--- config.mk ---
export PLATFORM = sky130hd
export DESIGN_NAME = privileged_instruction_rewriter
export DESIGN_NICKNAME = d
export VERILOG_FILES = /design/src/rtl/core/pir_pkg.sv /design/src/rtl/core/pir_decode.sv /design/src/rtl/core/pir_stub_alloc.sv /design/src/rtl/core/privileged_instruction_rewriter.sv
export SDC_FILE = /design/constraint.sdc
export NUM_CORES = 1
export LEC_CHECK = 0
export ABC_AREA = 1
export BUFFER_PORTS_ARGS = -buffer_cell sky130_fd_sc_hd__buf_2
export CAP_MARGIN = 20
export CORE_UTILIZATION = 48
export CTS_BUF_LIST = sky130_fd_sc_hd__clkbuf_16
export DETAILED_ROUTE_END_ITERATION = 10
export PLACE_DENSITY_LB_ADDON = 0.3
export SLEW_MARGIN = 10
export SYNTH_ARGS = -nofsm -noshare
export SYNTH_HDL_FRONTEND = slang
export SYNTH_SLANG_ARGS = --single-unit
--- constraint.sdc ---
create_clock -name clk -period 8.4 [get_ports clk]
set_input_delay 0.84 -clock clk [delete_from_list [all_inputs] [get_ports clk]]
set_output_delay 0.84 -clock clk [all_outputs]
set_load 0.02 [all_outputs]
--- src/rtl/core/pir_pkg.sv ---
// Package for the privileged instruction rewriter.
// Holds the payload structs, opcode and magic-page constants and patch kind codes.
// No dependencies.
`default_nettype none

package pir_pkg;

  // Default arena size in bytes
  localparam int ARENA_BYTES_DEF = 1048576;

  // Configuration register indexes
  localparam int CFG_IDX_W = 2;
  localparam logic [CFG_IDX_W-1:0] CFG_STUB_ARENA_BASE   = 2'd0;
  localparam logic [CFG_IDX_W-1:0] CFG_MSR_STUB_WORDS    = 2'd1;
  localparam logic [CFG_IDX_W-1:0] CFG_SEGREG_STUB_WORDS = 2'd2;
  localparam int CFG_DATA_W = 32;
  localparam int STUB_WORDS_W = 11;
  localparam logic [STUB_WORDS_W-1:0] STUB_WORDS_RST = 11'd16;

  // Patch kinds
  localparam logic [2:0] KIND_NONE  = 3'd0;
  localparam logic [2:0] KIND_LOAD  = 3'd1;
  localparam logic [2:0] KIND_STORE = 3'd2;
  localparam logic [2:0] KIND_NOP   = 3'd3;
  localparam logic [2:0] KIND_MSR   = 3'd4;
  localparam logic [2:0] KIND_SEG   = 3'd5;
  localparam logic [2:0] KIND_NOSPC = 3'd6;
  localparam logic [2:0] KIND_RANGE = 3'd7;

  // Opcodes and fields
  localparam logic [31:0] OP_LWZ     = 32'h8000_0000;
  localparam logic [31:0] OP_STW     = 32'h9000_0000;
  localparam logic [31:0] OP_NOP     = 32'h6000_0000;
  localparam logic [31:0] OP_B       = 32'h4800_0000;
  localparam logic [31:0] B_MASK     = 32'h03ff_ffff;
  localparam logic [31:0] FLD_RT     = 32'h03e0_0000;
  localparam logic [31:0] FLD_RB     = 32'h0000_f800;
  localparam logic [31:0] OP_MFMSR   = 32'h7c00_00a6;
  localparam logic [31:0] OP_MTMSR   = 32'h7c00_0124;
  localparam logic [31:0] OP_MTMSRD0 = 32'h7c00_0164;
  localparam logic [31:0] OP_MTMSRD1 = 32'h7c01_0164;
  localparam logic [31:0] OP_MTSRIN  = 32'h7c00_01e4;
  localparam logic [31:0] OP_TLBSYNC = 32'h7c00_046c;
  localparam logic [31:0] OP_DCBA    = 32'h7c00_05ec;

  // mfspr / mtspr encodings with RT cleared
  localparam logic [31:0] MF_SPRG0 = 32'h7c10_42a6;
  localparam logic [31:0] MF_SPRG1 = 32'h7c11_42a6;
  localparam logic [31:0] MF_SPRG2 = 32'h7c12_42a6;
  localparam logic [31:0] MF_SPRG3 = 32'h7c13_42a6;
  localparam logic [31:0] MF_SRR0  = 32'h7c1a_02a6;
  localparam logic [31:0] MF_SRR1  = 32'h7c1b_02a6;
  localparam logic [31:0] MF_DAR   = 32'h7c13_02a6;
  localparam logic [31:0] MF_DSISR = 32'h7c12_02a6;
  localparam logic [31:0] MT_SPRG0 = 32'h7c10_43a6;
  localparam logic [31:0] MT_SPRG1 = 32'h7c11_43a6;
  localparam logic [31:0] MT_SPRG2 = 32'h7c12_43a6;
  localparam logic [31:0] MT_SPRG3 = 32'h7c13_43a6;
  localparam logic [31:0] MT_SRR0  = 32'h7c1a_03a6;
  localparam logic [31:0] MT_SRR1  = 32'h7c1b_03a6;
  localparam logic [31:0] MT_DAR   = 32'h7c13_03a6;
  localparam logic [31:0] MT_DSISR = 32'h7c12_03a6;

  // Magic page at 0xffff9000, displacement of each field's low word
  localparam logic [31:0] PAGE_BASE = 32'hffff_9000;
  localparam logic [15:0] DISP_SPRG0 = 16'(PAGE_BASE + 32'd36);
  localparam logic [15:0] DISP_SPRG1 = 16'(PAGE_BASE + 32'd44);
  localparam logic [15:0] DISP_SPRG2 = 16'(PAGE_BASE + 32'd52);
  localparam logic [15:0] DISP_SPRG3 = 16'(PAGE_BASE + 32'd60);
  localparam logic [15:0] DISP_SRR0  = 16'(PAGE_BASE + 32'd68);
  localparam logic [15:0] DISP_SRR1  = 16'(PAGE_BASE + 32'd76);
  localparam logic [15:0] DISP_DAR   = 16'(PAGE_BASE + 32'd84);
  localparam logic [15:0] DISP_MSR   = 16'(PAGE_BASE + 32'd92);
  localparam logic [15:0] DISP_DSISR = 16'(PAGE_BASE + 32'd96);

  // Lowest register number that keeps mtsrin unpatched; only lower numbers are patched
  localparam logic [4:0] SEG_REG_LIMIT = 5'd30;

  typedef struct packed {
    logic [31:0] inst_address;
    logic [31:0] inst_word;
  } in_item_t;

  typedef struct packed {
    logic [31:0] new_word;
    logic [2:0]  patch_kind;
    logic [31:0] stub_address;
    logic        patching_ok;
  } out_item_t;

  // Decode result handed to the stub allocator
  typedef struct packed {
    logic [31:0] word;
    logic [2:0]  kind;
    logic        msr_br;
    logic        seg_br;
  } dec_t;

endpackage

`default_nettype wire

--- src/rtl/core/pir_decode.sv ---
// Instruction decoder: classifies the word and builds load, store and nop rewrites.
// Branch forms are only flagged here; the stub allocator finishes them.
// Depends on pir_pkg.
`default_nettype none

module pir_decode
  import pir_pkg::*;
(
  input  wire logic [31:0] inst_word,
  output dec_t             dec
);

  logic [31:0] no_rt;
  logic [31:0] rt;
  logic [4:0]  rt_num;
  logic [4:0]  rb_num;

  assign no_rt  = inst_word & ~FLD_RT;
  assign rt     = inst_word & FLD_RT;
  assign rt_num = inst_word[25:21];
  assign rb_num = inst_word[15:11];

  always_comb begin
    dec.word   = inst_word;
    dec.kind   = KIND_NONE;
    dec.msr_br = 1'b0;
    dec.seg_br = 1'b0;
    unique case (no_rt)
      OP_MFMSR: begin dec.word = OP_LWZ | rt | {16'h0, DISP_MSR};   dec.kind = KIND_LOAD; end
      MF_SPRG0: begin dec.word = OP_LWZ | rt | {16'h0, DISP_SPRG0}; dec.kind = KIND_LOAD; end
      MF_SPRG1: begin dec.word = OP_LWZ | rt | {16'h0, DISP_SPRG1}; dec.kind = KIND_LOAD; end
      MF_SPRG2: begin dec.word = OP_LWZ | rt | {16'h0, DISP_SPRG2}; dec.kind = KIND_LOAD; end
      MF_SPRG3: begin dec.word = OP_LWZ | rt | {16'h0, DISP_SPRG3}; dec.kind = KIND_LOAD; end
      MF_SRR0:  begin dec.word = OP_LWZ | rt | {16'h0, DISP_SRR0};  dec.kind = KIND_LOAD; end
      MF_SRR1:  begin dec.word = OP_LWZ | rt | {16'h0, DISP_SRR1};  dec.kind = KIND_LOAD; end
      MF_DAR:   begin dec.word = OP_LWZ | rt | {16'h0, DISP_DAR};   dec.kind = KIND_LOAD; end
      MF_DSISR: begin dec.word = OP_LWZ | rt | {16'h0, DISP_DSISR}; dec.kind = KIND_LOAD; end
      MT_SPRG0: begin dec.word = OP_STW | rt | {16'h0, DISP_SPRG0}; dec.kind = KIND_STORE; end
      MT_SPRG1: begin dec.word = OP_STW | rt | {16'h0, DISP_SPRG1}; dec.kind = KIND_STORE; end
      MT_SPRG2: begin dec.word = OP_STW | rt | {16'h0, DISP_SPRG2}; dec.kind = KIND_STORE; end
      MT_SPRG3: begin dec.word = OP_STW | rt | {16'h0, DISP_SPRG3}; dec.kind = KIND_STORE; end
      MT_SRR0:  begin dec.word = OP_STW | rt | {16'h0, DISP_SRR0};  dec.kind = KIND_STORE; end
      MT_SRR1:  begin dec.word = OP_STW | rt | {16'h0, DISP_SRR1};  dec.kind = KIND_STORE; end
      MT_DAR:   begin dec.word = OP_STW | rt | {16'h0, DISP_DAR};   dec.kind = KIND_STORE; end
      MT_DSISR: begin dec.word = OP_STW | rt | {16'h0, DISP_DSISR}; dec.kind = KIND_STORE; end
      OP_TLBSYNC, OP_DCBA: begin
        dec.word = OP_NOP;
        dec.kind = KIND_NOP;
      end
      OP_MTMSR, OP_MTMSRD0, OP_MTMSRD1: begin
        dec.msr_br = 1'b1;
      end
      default: begin
        // mtsrin carries RB in the low field; r30 and r31 stay unpatched
        if ((no_rt & ~FLD_RB) == OP_MTSRIN && rt_num < SEG_REG_LIMIT &&
            rb_num < SEG_REG_LIMIT) begin
          dec.seg_br = 1'b1;
        end
      end
    endcase
  end

endmodule

`default_nettype wire

--- src/rtl/core/pir_stub_alloc.sv ---
// Stub allocator: bump arena fill counter, sticky range flag and branch build.
// Commits its state only when the transaction moves into the result register.
// Depends on pir_pkg.
`default_nettype none

module pir_stub_alloc
  import pir_pkg::*;
#(
  parameter int ARENA_BYTES = ARENA_BYTES_DEF
) (
  input  wire logic                    clk,
  input  wire logic                    rst_n,
  input  wire logic                    advance,
  input  wire dec_t                    dec,
  input  wire logic [31:0]             inst_address,
  input  wire logic [31:0]             arena_base,
  input  wire logic [STUB_WORDS_W-1:0] msr_words,
  input  wire logic [STUB_WORDS_W-1:0] seg_words,
  output out_item_t                    res
);

  localparam int FILL_W  = $clog2(ARENA_BYTES + 1);
  localparam int BYTES_W = STUB_WORDS_W + 2;
  localparam int SUM_W   = ((FILL_W > BYTES_W) ? FILL_W : BYTES_W) + 1;

  logic [FILL_W-1:0]       fill_r, fill_nxt;
  logic                    ok_r, ok_nxt;
  logic [STUB_WORDS_W-1:0] words;
  logic [BYTES_W-1:0]      bytes;
  logic [SUM_W-1:0]        sum;
  logic                    need;
  logic                    nospc;
  logic [31:0]             stub;
  logic [31:0]             br_dist;
  logic                    bad;

  assign need    = dec.msr_br | dec.seg_br;
  assign words   = dec.msr_br ? msr_words : seg_words;
  assign bytes   = {words, 2'b00};
  assign sum     = SUM_W'(fill_r) + SUM_W'(bytes);
  assign nospc   = sum > SUM_W'(ARENA_BYTES);
  assign stub    = arena_base + 32'(fill_r);
  assign br_dist = stub - inst_address;
  // in range only when bits 31..25 are all equal
  assign bad     = (br_dist[31:25] != 7'h00) && (br_dist[31:25] != 7'h7f);

  always_comb begin
    res.new_word     = dec.word;
    res.patch_kind   = dec.kind;
    res.stub_address = 32'h0;
    res.patching_ok  = ok_r;
    fill_nxt         = fill_r;
    if (need) begin
      if (nospc) begin
        res.patch_kind = KIND_NOSPC;
      end else begin
        fill_nxt         = sum[FILL_W-1:0];
        res.stub_address = stub;
        if (bad) begin
          res.patch_kind  = KIND_RANGE;
          res.patching_ok = 1'b0;
        end else begin
          res.new_word   = OP_B | (br_dist & B_MASK);
          res.patch_kind = dec.msr_br ? KIND_MSR : KIND_SEG;
        end
      end
    end
    ok_nxt = res.patching_ok;
  end

  always_ff @(posedge clk) begin
    if (!rst_n) begin
      fill_r <= '0;
      ok_r   <= 1'b1;
    end else if (advance) begin
      fill_r <= fill_nxt;
      ok_r   <= ok_nxt;
    end
  end

`ifndef SYNTH
  a_fill_bound: assert property (@(posedge clk) disable iff (!rst_n)
    32'(fill_r) <= 32'(ARENA_BYTES))
    else $error("arena fill beyond arena size");

  a_ok_sticky: assert property (@(posedge clk) disable iff (!rst_n)
    !ok_r |=> !ok_r)
    else $error("patch failure flag cleared");

  a_nospc_hold: assert property (@(posedge clk) disable iff (!rst_n)
    (advance && res.patch_kind == KIND_NOSPC) |=> $stable(fill_r))
    else $error("arena fill moved on refused stub");

  a_range_flag: assert property (@(posedge clk) disable iff (!rst_n)
    (advance && res.patch_kind == KIND_RANGE) |=> !ok_r)
    else $error("range failure not recorded");
`endif

endmodule

`default_nettype wire

--- src/rtl/core/privileged_instruction_rewriter.sv ---
// An accepted transaction passes the input register and then the result register before out_valid.
// Throughput: one instruction per cycle while out_stall is low; input register, decode and one
// arena add/compare, then the result register.
// in_stall follows out_stall only when both registers hold a transaction.
// Reset (rst_n low, synchronous): pipeline empty, arena fill 0, patch flag set,
// arena base 0, both stub lengths 16 words.
// Depends on pir_pkg, pir_decode and pir_stub_alloc.
`default_nettype none

module privileged_instruction_rewriter
  import pir_pkg::*;
#(
  parameter int ARENA_BYTES = ARENA_BYTES_DEF
) (
  input  wire logic                  clk,
  input  wire logic                  rst_n,
  input  wire logic                  cfg_we,
  input  wire logic [CFG_IDX_W-1:0]  cfg_index,
  input  wire logic [CFG_DATA_W-1:0] cfg_wdata,
  input  wire logic                  in_valid,
  output logic                       in_stall,
  input  wire in_item_t              in_data,
  output logic                       out_valid,
  input  wire logic                  out_stall,
  output out_item_t                  out_data
);

  logic [31:0]             arena_base_r;
  logic [STUB_WORDS_W-1:0] msr_words_r;
  logic [STUB_WORDS_W-1:0] seg_words_r;

  logic      s1_valid_r, s1_valid_nxt;
  in_item_t  s1_data_r;
  logic      out_valid_r, out_valid_nxt;
  out_item_t out_data_r;

  logic      in_take;
  logic      out_load;
  dec_t      dec;
  out_item_t res;

  always_ff @(posedge clk) begin
    if (!rst_n) begin
      arena_base_r <= 32'h0;
      msr_words_r  <= STUB_WORDS_RST;
      seg_words_r  <= STUB_WORDS_RST;
    end else if (cfg_we) begin
      unique case (cfg_index)
        CFG_STUB_ARENA_BASE:   arena_base_r <= cfg_wdata[31:0];
        CFG_MSR_STUB_WORDS:    msr_words_r  <= cfg_wdata[STUB_WORDS_W-1:0];
        CFG_SEGREG_STUB_WORDS: seg_words_r  <= cfg_wdata[STUB_WORDS_W-1:0];
        default: ;
      endcase
    end
  end

  // advance the input register whenever the result register can take it
  assign out_load = s1_valid_r && (!out_valid_r || !out_stall);
  assign in_stall = s1_valid_r && !out_load;
  assign in_take  = in_valid && !in_stall;

  always_comb begin
    s1_valid_nxt = s1_valid_r;
    if (in_take) begin
      s1_valid_nxt = 1'b1;
    end else if (out_load) begin
      s1_valid_nxt = 1'b0;
    end
    out_valid_nxt = out_valid_r;
    if (out_load) begin
      out_valid_nxt = 1'b1;
    end else if (!out_stall) begin
      out_valid_nxt = 1'b0;
    end
  end

  always_ff @(posedge clk) begin
    if (!rst_n) begin
      s1_valid_r  <= 1'b0;
      out_valid_r <= 1'b0;
    end else begin
      s1_valid_r  <= s1_valid_nxt;
      out_valid_r <= out_valid_nxt;
    end
  end

  always_ff @(posedge clk) begin
    if (in_take) begin
      s1_data_r <= in_data;
    end
    if (out_load) begin
      out_data_r <= res;
    end
  end

  pir_decode u_decode (
    .inst_word (s1_data_r.inst_word),
    .dec       (dec)
  );

  pir_stub_alloc #(
    .ARENA_BYTES (ARENA_BYTES)
  ) u_alloc (
    .clk          (clk),
    .rst_n        (rst_n),
    .advance      (out_load),
    .dec          (dec),
    .inst_address (s1_data_r.inst_address),
    .arena_base   (arena_base_r),
    .msr_words    (msr_words_r),
    .seg_words    (seg_words_r),
    .res          (res)
  );

  assign out_valid = out_valid_r;
  assign out_data  = out_data_r;

`ifndef SYNTH
  a_no_drop: assert property (@(posedge clk) disable iff (!rst_n)
    (s1_valid_r && !out_load) |=> s1_valid_r)
    else $error("held transaction dropped from input register");

  a_stall_full: assert property (@(posedge clk) disable iff (!rst_n)
    in_stall |-> (s1_valid_r && out_valid_r && out_stall))
    else $error("input stalled with room in the pipeline");

  a_load_shows: assert property (@(posedge clk) disable iff (!rst_n)
    out_load |=> out_valid)
    else $error("loaded result not presented");
`endif

endmodule

`default_nettype wire
==> results of run 1 <==
tightest hold or removal path: cells and delay by family, from the launching register on:
kind,cells,cell delay [ns]
flops,1,0.31
buf+inv,1,0.05
compound gates,1,0.05
state kept, by name (all words and copies together), names as in the netlist:
signal and cells:
arena_base_r 32, msr_words_r 11, out_data 68, out_valid 1, s1_data_r 64, s1_valid_r 1
seg_words_r 11, u_alloc.fill_r 19, u_alloc.ok_r 1
stage by stage:
stage               area, um^2  std cells  setup WS [ns]  hold slack, ns  utilization
floorplan                13200       1764           4.26           0.423            -
finish                   15200       2295           3.11           0.460        0.563
detailed placement       14400       2251           3.17           0.452        0.534
global placement         14400       2251           3.27           0.442        0.534
global route             15200       2295           2.48           0.457        0.563
CTS                      15200       2295           3.13           0.454        0.563
cell type report:
cell class	instances	area, um^2
fillers	2531	11800
multi-input cells	1243	6510
flip-flops and latches	208	5490
inverters	281	1050
repair buffers	178	906
clock buffers	24	601
well taps	341	427
clock inverters	20	201
power by group through the flow:
stage | Combinational [mW] | Sequential (mW) | Clock, mW
after floorplan | 0.201 | 1.19 | 0
after global placement | 0.324 | 1.18 | 0
after detailed placement | 0.327 | 1.18 | 0
after CTS | 0.329 | 1.16 | 1.06
after global routing | 0.364 | 1.17 | 1.10
final | 0.329 | 1.16 | 1.05
Yosys cell counts, types with 3 or more instances:
library cell    n
a21o_1          5
and2_1          4
o21ai_0        87
o21a_1          3
nor3_1         31
a21oi_1        94
nand3_1       114
nor2_2          6
fa_1            3
clkbuf_1       18
a21oi_2         3
a31oi_1         9
nand3b_1       11
nand3_2         8
inv_2           4
o21ai_2         6
xnor2_1        25
inv_1         277
ha_1           61
buf_2           7
nand2_2        12
o21bai_1        6
xor2_1         26
nand2_1       375
buf_1           3
nand2_4         4
nor2_1        271
o21ai_1         7
nand4_1        40
buf_6           3
edfxtp_1      132
nor4_1          6
dfxtp_1        76
worst max-delay path by stage:
stage / endpoint / slack, ns / cells after the start
2_1_floorplan: out_data[38] / 4.26 / 29
3_3_place_gp: out_data[50] / 3.27 / 22
3_5_place_dp: out_data[61] / 3.17 / 22
4_1_cts: out_data[61] / 3.13 / 22
5_1_grt: out_data[50] / 2.48 / 24
6_report: out_data[50] / 3.11 / 22
logic make-up (layout without fill, tap and decap cells):
group,count (synthesis),after routing,synth area share
AO/OA/AOI/OAI,233,233,0.0983
XOR/XNOR,52,52,0.0351
adder cells (fa/ha/maj),64,64,0.0624
buffers and inverters,313,503,0.0917
flip-flops,208,208,0.416
multiplexers,1,1,0.000853
AND/OR/NAND/NOR,893,893,0.296
per-layer routing:
layer	global-route usage	up-vias
met1	0.342	5677
met2	0.466	397
li1	-	6111
met4	0.0929	0
met5	0	-
met3	0.0275	73
==> key figures, run 1 <==
Power
  • Sequential share of power: 0.458
  • Combinational power share: 0.130
  • Leak Pwr: 7.33 nW
  • Power density of the placed cells: 167 mW/mm^2
  • PnR Total Power: 2.54 mW
  • Maximum vdd drop: 0.000132 V
  • P_sw: 0.677 mW
  • Power share of the clock group: 0.413
  • Switching share of power: 0.267
  • Cell Int Power: 1.86 mW

CTS
  • Number of sinks driven by the clock tree: 208
  • Post-cts repair resize count: 0
  • Post-CTS setup repair buffer count: 0
  • CTS Buffer Depth: 3
  • Max H-tree Level: 1
  • Hold-fix buffers, CTS: 0
  • Root Buffer: clkbuf_16
  • TritonCTS Buffers: 24
  • Skew-Pair Late Insertion Delay: 0.55 ns
  • Clock transition time at the flip-flop clock pins of the worst setup and hold paths: 0.06 ns
  • TritonCTS clock tree: done

Drt
  • Met1 wire length: 16200 um
  • Number of DRC markers in iteration 0: 1170
  • Count of antenna-violating nets left after detailed routing: 0
  • Average routed wire per standard cell: 16.6 um
  • Avg Vias per Cell: 5.34
  • Topmost layer with routed signal wires: met4
  • Routed WL: 38100 um
  • Total vias in the final route: 12300
  • Detail Route met2 WL: 18600 um
  • Met3 routed WL: 1940 um
  • Detailed-routing iteration count for the pre-antenna-repair pass: 5
  • Number of DRC violations after detailed routing: 0

Setup path
  • Critical path data required time: 8.69 ns
  • Worst-path cell with the longest stage delay: a21boi_1
  • CP max stage delay: 0.76 ns
  • Worst path most repeated cell: nand2_1
  • Worst Setup SP: s1_data_r[12]
  • Ordered list of cells on the worst path: nor2_1 -> nand3_1 -> a2111oi_1 -> nand2_1 -> a21oi_1 -> ha_1 -> inv_1 -> fa_1 -> inv_1 -> nand3_1 -> nand2_1 -> nand3_1 -> nand3_2 -> nand4_1 -> nand2_2 -> nand2_1 -> nor2_1 -> nand3_1 -> a21boi_1 -> nand2_1 -> nand2_1 -> nand2_1
  • Critical R2R Launch: s1_data_r[12]
  • Worst reg2reg endpoint: out_data[50]
  • Nature of the critical path endpoint: register
  • Element type at the critical path start: register
  • R2r setup slk: 3.11 ns
  • Worst path top cell family by delay: simple AND/OR/NAND/NOR gates
  • Worst Path Buf+Inv: 2
  • Worst Path Max Fanout: 20
  • Path type of the worst setup path: reg -> reg
  • Crit path arrival time: 5.58 ns
  • Worst Reg-to-Reg Cells: 22

Synth
  • Top area cells in the synthesized netlist: edfxtp_1 (30%), dfxtp_1 (12%), nand2_1 (11%)
  • Most used flip-flop cell after synthesis: edfxtp_1
  • Mapped Nets: 1931
  • Cell taking the most area after synthesis: edfxtp_1
  • Avg Cell Area, Syn: 7.48 um^2
  • Fraction of the yosys area taken by sequential cells: 0.416
  • Area share of the largest cell type after synthesis: 0.300
  • Proportion of register bits with asynchronous set or reset after synthesis: 0
  • EDFF count, synth: 132
  • Yosys Warn Count: 0
  • Number of different library cells in the post-synthesis netlist: 55
  • Post-Syn Area: 0.0132 mm^2
  • Synthesized instance count: 1764
  • Post-synthesis sequential element count: 208

STA
  • Hold Violations, Final: 0
  • Final TNS setup: 0 ns
  • Final Setup Violations: 0
  • Minimum period implied by the final worst setup slack: 5.29 ns
  • Largest clock skew in the final design: 0.0213 ns
  • Max transition margin: 0.334
  • Max Fclk: 189 MHz
  • Number of max-slew violations in the final report: 0
  • Unrepaired setup endpoints after global routing: no
  • Least-Margin Pin Slew: 0.997 ns
  • Final period utilization: 0.630

Global route
  • Number of antenna violations at the first check in global routing: 0
  • All-Layer GR Usage: 0.266
  • Pin count of the biggest net entering global routing: 75
  • Leftover overflow at the end of global routing: 0
  • Vias in the first global route: 11400
  • Global-route wire length before repair: 58900 um

Floorplanning
  • Area of the die: 0.0282 mm^2
  • I/O pin count: 173
  • Width of the die: 168 um
  • Vertical extent of the die: 168 um
  • Initial Util: 0.490
  • Row cnt: 60
  • Area of the placeable core: 0.0270 mm^2

Cells and area
  • Number of nets in the finished design: 2103
  • Inserted Diodes: 0
  • Share of layout cells above drive strength 1: 0.139
  • Area added between synthesis and finish: 15.1%
  • Most common cell after layout, fill and taps aside: nand2_1
  • Most used cells in the layout excluding fill and tap cells: nand2_1 (375), inv_1 (283), nor2_1 (270)

Worst hold path
  • Hold crit path type: reg -> reg
  • Worst hold endpoint: seg_words_r[1]
  • WHS Path Cells: 2
  • Min-Delay Startpoint: seg_words_r[1]

Placed design
  • Routability Congestion: 0.942
  • Number of input and output port buffers inserted: 172
  • Final HPWL from detailed placement: 30000 um

Flow run
  • Max Cap Violations: 0

Run status
  • Result of the run: finished, final reports clean
(Power assumes the default switching activity.)
==> run 2: changes to the inputs <==
- clock period: 8.4 -> 4.27 ns (I/O delays scaled with it)
==> key figures, run 2 (synthesis gave the netlist of run 1 again) <==
Run status
  • Result of the run: finished, final reports clean

Placed design
  • Number of input and output port buffers inserted: 172 (unchanged)
  • Placed cells: 2451 (+8.9%)
  • Area after detailed placement: 0.0159 mm^2 (+11%)
  • Final HPWL from detailed placement: 31900 um (+6.7%)
  • Routability Congestion: 0.932 (-1.1%)

Floorplanning
  • Area of the die: 0.0282 mm^2 (unchanged)
  • Width of the die: 168 um (unchanged)
  • Vertical extent of the die: 168 um (unchanged)
  • Initial Util: 0.490 (unchanged)
  • Row cnt: 60 (unchanged)
  • Area of the placeable core: 0.0270 mm^2 (unchanged)
  • I/O pin count: 173 (unchanged)

STA
  • Largest clock skew in the final design: 0.0175 ns (-0.00378 ns)
  • Unrepaired setup endpoints after global routing: yes
  • Number of max-slew violations in the final report: 0 (unchanged)
  • Minimum period implied by the final worst setup slack: 4.15 ns (-1.14 ns)
  • Hold Violations, Final: 0 (unchanged)
  • Least-Margin Pin Slew: 1.05 ns (+0.0548 ns)
  • Max Fclk: 241 MHz (+27%)
  • Final TNS setup: 0 ns (unchanged)
  • Final Setup Violations: 0 (unchanged)
  • Final period utilization: 0.973 (+0.343)
  • Max transition margin: 0.299 (-0.0351)

CTS
  • Skew-Pair Late Insertion Delay: 0.54 ns (about the same)
  • TritonCTS clock tree: done
  • Number of sinks driven by the clock tree: 208 (unchanged)
  • Root Buffer: clkbuf_16
  • CTS Buffer Depth: 3 (unchanged)
  • Max H-tree Level: 1 (unchanged)
  • TritonCTS Buffers: 24 (unchanged)
  • Clock transition time at the flip-flop clock pins of the worst setup and hold paths: 0.06 ns (about the same)
  • Hold-fix buffers, CTS: 0 (unchanged)

Setup path
  • Worst reg2reg endpoint: out_data[41]
  • Worst Reg-to-Reg Cells: 25 (+14%)
  • Worst Setup SP: s1_data_r[12]
  • Path type of the worst setup path: reg -> reg
  • Critical R2R Launch: s1_data_r[12]
  • Worst path most repeated cell: nand2_1
  • Worst-path cell with the longest stage delay: edfxtp_1
  • Crit path arrival time: 4.45 ns (-1.13 ns)
  • R2r setup slk: 0.12 ns (-2.99 ns)
  • Nature of the critical path endpoint: register
  • Worst Path Max Fanout: 15 (-25%)
  • Element type at the critical path start: register
  • Critical path destination: out_data[41]
  • Critical path data required time: 4.57 ns (-4.12 ns)
  • CP max stage delay: 0.44 ns (-0.32 ns)

Cells and area
  • Non-filler cells in the finished layout: 2524 (+10%)
  • Inserted Diodes: 0 (unchanged)
  • Most common cell after layout, fill and taps aside: nand2_1
  • Finished Core Util: 0.684 (+0.121)
  • Area of all placed cells without fillers: 0.0184 mm^2 (+21%)
  • Most used cells in the layout excluding fill and tap cells: nand2_1 (327), inv_1 (266), nor2_1 (231)
  • Area added between synthesis and finish: 39.8%
  • Share of layout cells above drive strength 1: 0.343 (+0.203)
  • Largest register FFs: 68 (unchanged)
  • Number of nets in the finished design: 2332 (+11%)

Power
  • Maximum vdd drop: 0.000225 V (+71%)
  • Power density of the placed cells: 280 mW/mm^2 (+67%)
  • PnR Total Power: 5.16 mW (+100%)
  • Leak Pwr: 8.59 nW (+17%)

Drt
  • Average routed wire per standard cell: 17.0 um (+2.2%)
  • Number of DRC markers in iteration 0: 1173 (+0.26%)
  • Avg Vias per Cell: 5.33 (-0.16%)
  • Detailed-routing iteration count for the pre-antenna-repair pass: 6 (+1)
  • Routed WL: 42800 um (+12%)
  • Count of antenna-violating nets left after detailed routing: 0 (unchanged)
  • Total vias in the final route: 13500 (+9.8%)
  • Number of DRC violations after detailed routing: 0 (unchanged)

Flow run
  • Max Cap Violations: 0 (unchanged)

Global route
  • Global-route wire length before repair: 63200 um (+7.3%)
  • Leftover overflow at the end of global routing: 0 (unchanged)
  • Vias in the first global route: 12600 (+11%)
  • Number of antenna violations at the first check in global routing: 0 (unchanged)
  • All-Layer GR Usage: 0.285 (+0.0186)
  • Pin count of the biggest net entering global routing: 67 (-11%)

Worst hold path
  • WHS Path Cells: 1 (-1)
  • Hold crit path type: in -> reg
==> run 2: cell count changes in the layout (fill, tap and decap cells not counted), moves of 31 or more <==
cell	change
buf_4	+213
nand2_1	-48
a21oi_1	-41
nor2_1	-39
nand2_2	+38
ha_1	-36
a21oi_2	+35
ha_4	+31
==> run 2: repair_timing <==
item	CTS	global route
gates cloned	1	2
setup buffers	8	17
pin swaps	15	83
endpoints found under the setup margin	82	84
resized for setup	44	283
==> run 2: worst max-delay path, delay by kind of cell, from the launching register on <==
| family | cells | cell delay, ns |
|---|---|---|
| adders and majority gates | 1 | 0.29 |
| and+or+nand+nor | 15 | 1.79 |
| AOI/OAI and AO/OA | 3 | 0.58 |
| buffers and inverters | 6 | 0.82 |
| DFF | 1 | 0.44 |
==> run 2: final cells by class <==
| type | count | area, um^2 |
|---|---|---|
| fill | 2110 | 8510 |
| multi-input combinational | 1245 | 7970 |
| sequential | 208 | 5500 |
| timing repair buffer | 405 | 2730 |
| inverter | 281 | 1050 |
| clock buffer | 25 | 626 |
| tap | 341 | 427 |
| clock inverter | 19 | 129 |
==> run 2: worst min path at each step <==
stage | from | endpoint
4_1_cts | in_data[28] | s1_data_r[28]
5_1_grt | in_data[8] | s1_data_r[8]
2_1_floorplan | seg_words_r[4] | seg_words_r[4]
6_report | in_data[28] | s1_data_r[28]
3_3_place_gp | msr_words_r[4] | msr_words_r[4]
3_5_place_dp | seg_words_r[9] | seg_words_r[9]
==> run 2: per-layer routing <==
layer | wire length (um) | vias to the layer above | GRT usage
li1 | - | 6577 | -
met1 | 17200 | 6314 | 0.350
met2 | 21400 | 471 | 0.506
met3 | 2450 | 98 | 0.0357
met4 | 1690 | 0 | 0.114
met5 | 0 | - | 0
==> run 2: metrics by stage <==
stage               hold WS (ns)  setup WS [ns]
floorplan                  0.423          0.134
global placement           0.437         -0.408
detailed placement         0.444         -0.460
CTS                       0.0415       -0.00377
global route              0.0457         -0.186
finish                    0.0542          0.116
==> run 2: where the power goes <==
part / switching [mW] / total [mW] / internal [mW]
registers: 0.0509 / 2.29 / 2.23
logic: 0.543 / 0.912 / 0.368
clock network: 0.888 / 1.97 / 1.08
==> run 3: changes to the inputs <==
- clock period: 4.27 -> 3.6 ns (I/O delays scaled with it)
==> key figures, run 3 (synthesis gave the netlist of run 1 again) <==
Run status
  • Result of the run: finished, violations left
  • Violated checks: negative setup slack

Placed design
  • Number of input and output port buffers inserted: 172 (unchanged)
  • Area after detailed placement: 0.0169 mm^2 (+6.0%)
  • Routability Congestion: 0.987 (+6.0%)
  • Worst slack, placed: -0.854 ns (-0.394 ns)
  • Final HPWL from detailed placement: 32900 um (+3.0%)

Drt
  • Routed WL: 54900 um (+28%)
  • Number of DRC violations after detailed routing: 0 (unchanged)
  • Total vias in the final route: 15500 (+15%)
  • Avg Vias per Cell: 5.82 (+9.2%)
  • Average routed wire per standard cell: 20.6 um (+22%)
  • Count of antenna-violating nets left after detailed routing: 0 (unchanged)
  • Number of DRC markers in iteration 0: 1842 (+57%)
  • Detailed-routing iteration count for the pre-antenna-repair pass: 6 (unchanged)

CTS
  • Number of sinks driven by the clock tree: 208 (unchanged)
  • CTS Buffer Depth: 3 (unchanged)
  • TritonCTS clock tree: done
  • Skew-Pair Late Insertion Delay: 0.54 ns (about the same)
  • Clock transition time at the flip-flop clock pins of the worst setup and hold paths: 0.06 ns (about the same)
  • Root Buffer: clkbuf_16
  • Max H-tree Level: 1 (unchanged)
  • TritonCTS Buffers: 24 (unchanged)

Cells and area
  • Area of all placed cells without fillers: 0.0205 mm^2 (+11%)
  • Finished Core Util: 0.759 (+0.0750)
  • Number of nets in the finished design: 2464 (+5.7%)
  • Share of layout cells above drive strength 1: 0.437 (+0.0941)
  • Most common cell after layout, fill and taps aside: buf_4
  • Area added between synthesis and finish: 55.1%
  • Most used cells in the layout excluding fill and tap cells: buf_4 (313), nand2_1 (264), inv_1 (263)
  • Largest register FFs: 68 (unchanged)

Global route
  • Vias in the first global route: 14400 (+15%)
  • All-Layer GR Usage: 0.329 (+0.0441)
  • Global-route wire length before repair: 73200 um (+16%)
  • Number of antenna violations at the first check in global routing: 4 (+4)
  • Leftover overflow at the end of global routing: 0 (unchanged)
  • Pin count of the biggest net entering global routing: 61 (-9.0%)

STA
  • Least-Margin Pin Slew: 0.934 ns (-0.118 ns)
  • Crit path setup slack, layout: -0.794 ns (-0.909 ns)
  • Largest clock skew in the final design: 0.0411 ns (+0.0236 ns)
  • Max Fclk: 228 MHz (-5.4%)
  • Unrepaired setup endpoints after global routing: yes
  • Minimum period implied by the final worst setup slack: 4.39 ns (+0.239 ns)
  • Final period utilization: 1.22 (+0.248)
  • Max transition margin: 0.376 (+0.0774)
  • Final Setup Violations: 84 (+84)
  • Final TNS setup: -51.06 ns (-51.06 ns)
  • Hold Violations, Final: 0 (unchanged)
  • Number of max-slew violations in the final report: 0 (unchanged)

Worst hold path
  • WHS Path Cells: 1 (unchanged)
  • Worst hold endpoint: s1_data_r[28]
  • Hold crit path type: in -> reg
  • Min-Delay Startpoint: in_data[28]

Power
  • PnR Total Power: 6.41 mW (+24%)
  • Maximum vdd drop: 0.000379 V (+69%)
  • Leak Pwr: 9.43 nW (+9.8%)
  • Power density of the placed cells: 313 mW/mm^2 (+12%)

Setup path
  • Path type of the worst setup path: reg -> reg
  • Element type at the critical path start: register
  • Worst Reg-to-Reg Cells: 32 (+28%)
  • Crit path arrival time: 4.66 ns (+0.21 ns)
  • Nature of the critical path endpoint: register
  • Worst reg2reg endpoint: out_data[40]
  • Worst Path Max Fanout: 8 (-7)
  • Critical R2R Launch: arena_base_r[3]
  • Critical path data required time: 3.87 ns (-0.70 ns)
  • Worst-path cell with the longest stage delay: dfxtp_4
  • R2r setup slk: -0.79 ns (-0.91 ns)
  • Worst path most repeated cell: nand2_2
  • CP max stage delay: 0.36 ns (-0.08 ns)

Floorplanning
  • Initial Util: 0.490 (unchanged)
  • Area of the die: 0.0282 mm^2 (unchanged)
  • Width of the die: 168 um (unchanged)
  • I/O pin count: 173 (unchanged)
  • Area of the placeable core: 0.0270 mm^2 (unchanged)
  • Row cnt: 60 (unchanged)
  • Vertical extent of the die: 168 um (unchanged)

Flow run
  • Max Cap Violations: 0 (unchanged)
## run 3: per-stage QoR
step	hold slack [ns]	instances
final	0.0101	2660
after global routing	-0.00156	2659
after CTS	0.0000203	2633
after detailed placement	0.448	2542
after global placement	0.434	2542
after floorplan	0.423	1764
## run 3: layer usage
| metal | track usage | vias to the layer above | wire [um] |
|---|---|---|---|
| li1 | - | 6823 | - |
| met1 | 0.379 | 7183 | 19200 |
| met2 | 0.592 | 1116 | 26300 |
| met3 | 0.0456 | 372 | 4850 |
| met4 | 0.173 | 0 | 4440 |
| met5 | 0 | - | 0 |
## run 3: worst max-delay path by stage
| stage | start | slack, ns | depth (start not counted) | endpoint |
|---|---|---|---|---|
| after floorplan | u_alloc.fill_r[14] | -0.16 | 29 | out_data[38] |
| after global placement | s1_data_r[28] | -0.82 | 23 | out_data[0] |
| after detailed placement | s1_data_r[26] | -0.85 | 23 | out_data[0] |
| after CTS | arena_base_r[5] | -0.46 | 28 | out_data[59] |
| after global routing | u_alloc.fill_r[10] | -0.91 | 29 | out_data[45] |
| final | arena_base_r[3] | -0.79 | 32 | out_data[40] |
## run 3: worst max-delay path, delay by kind of cell, from the launching register on
family                     cells  cell delay [ns]
and+or+nand+nor               18             2.00
buffers and inverters          8             0.72
adders and majority gates      2             0.54
DFF                            1             0.36
AOI/OAI and AO/OA              3             0.36
xor gates and xnor gates       1             0.15
## run 3: final cells by class
cell class	instances	area, um^2
diodes	4	10.0
clock buffers	26	651
clock inverters	18	106
fillers	1629	6490
inverters	281	1080
multi-input cells	1244	8710
flip-flops and latches	208	5520
well taps	341	427
repair buffers	538	3960
## run 3: where the power goes
part,internal [mW],leakage (nW),total (mW),switching [mW]
Sequential,2.65,1.91,2.71,0.0631
Combinational,0.546,7.12,1.30,0.757
Clock,1.37,0.398,2.39,1.03
## run 3: timing repair
action | 4_1_cts | 5_1_grt
endpoints found under the hold margin | 7 | 0
buffers inserted | 33 | 24
endpoints found under the setup margin | 84 | 84
resized for setup | 277 | 252
hold buffers | 7 | 0
cloned | 7 | 3
pin swaps | 78 | 128
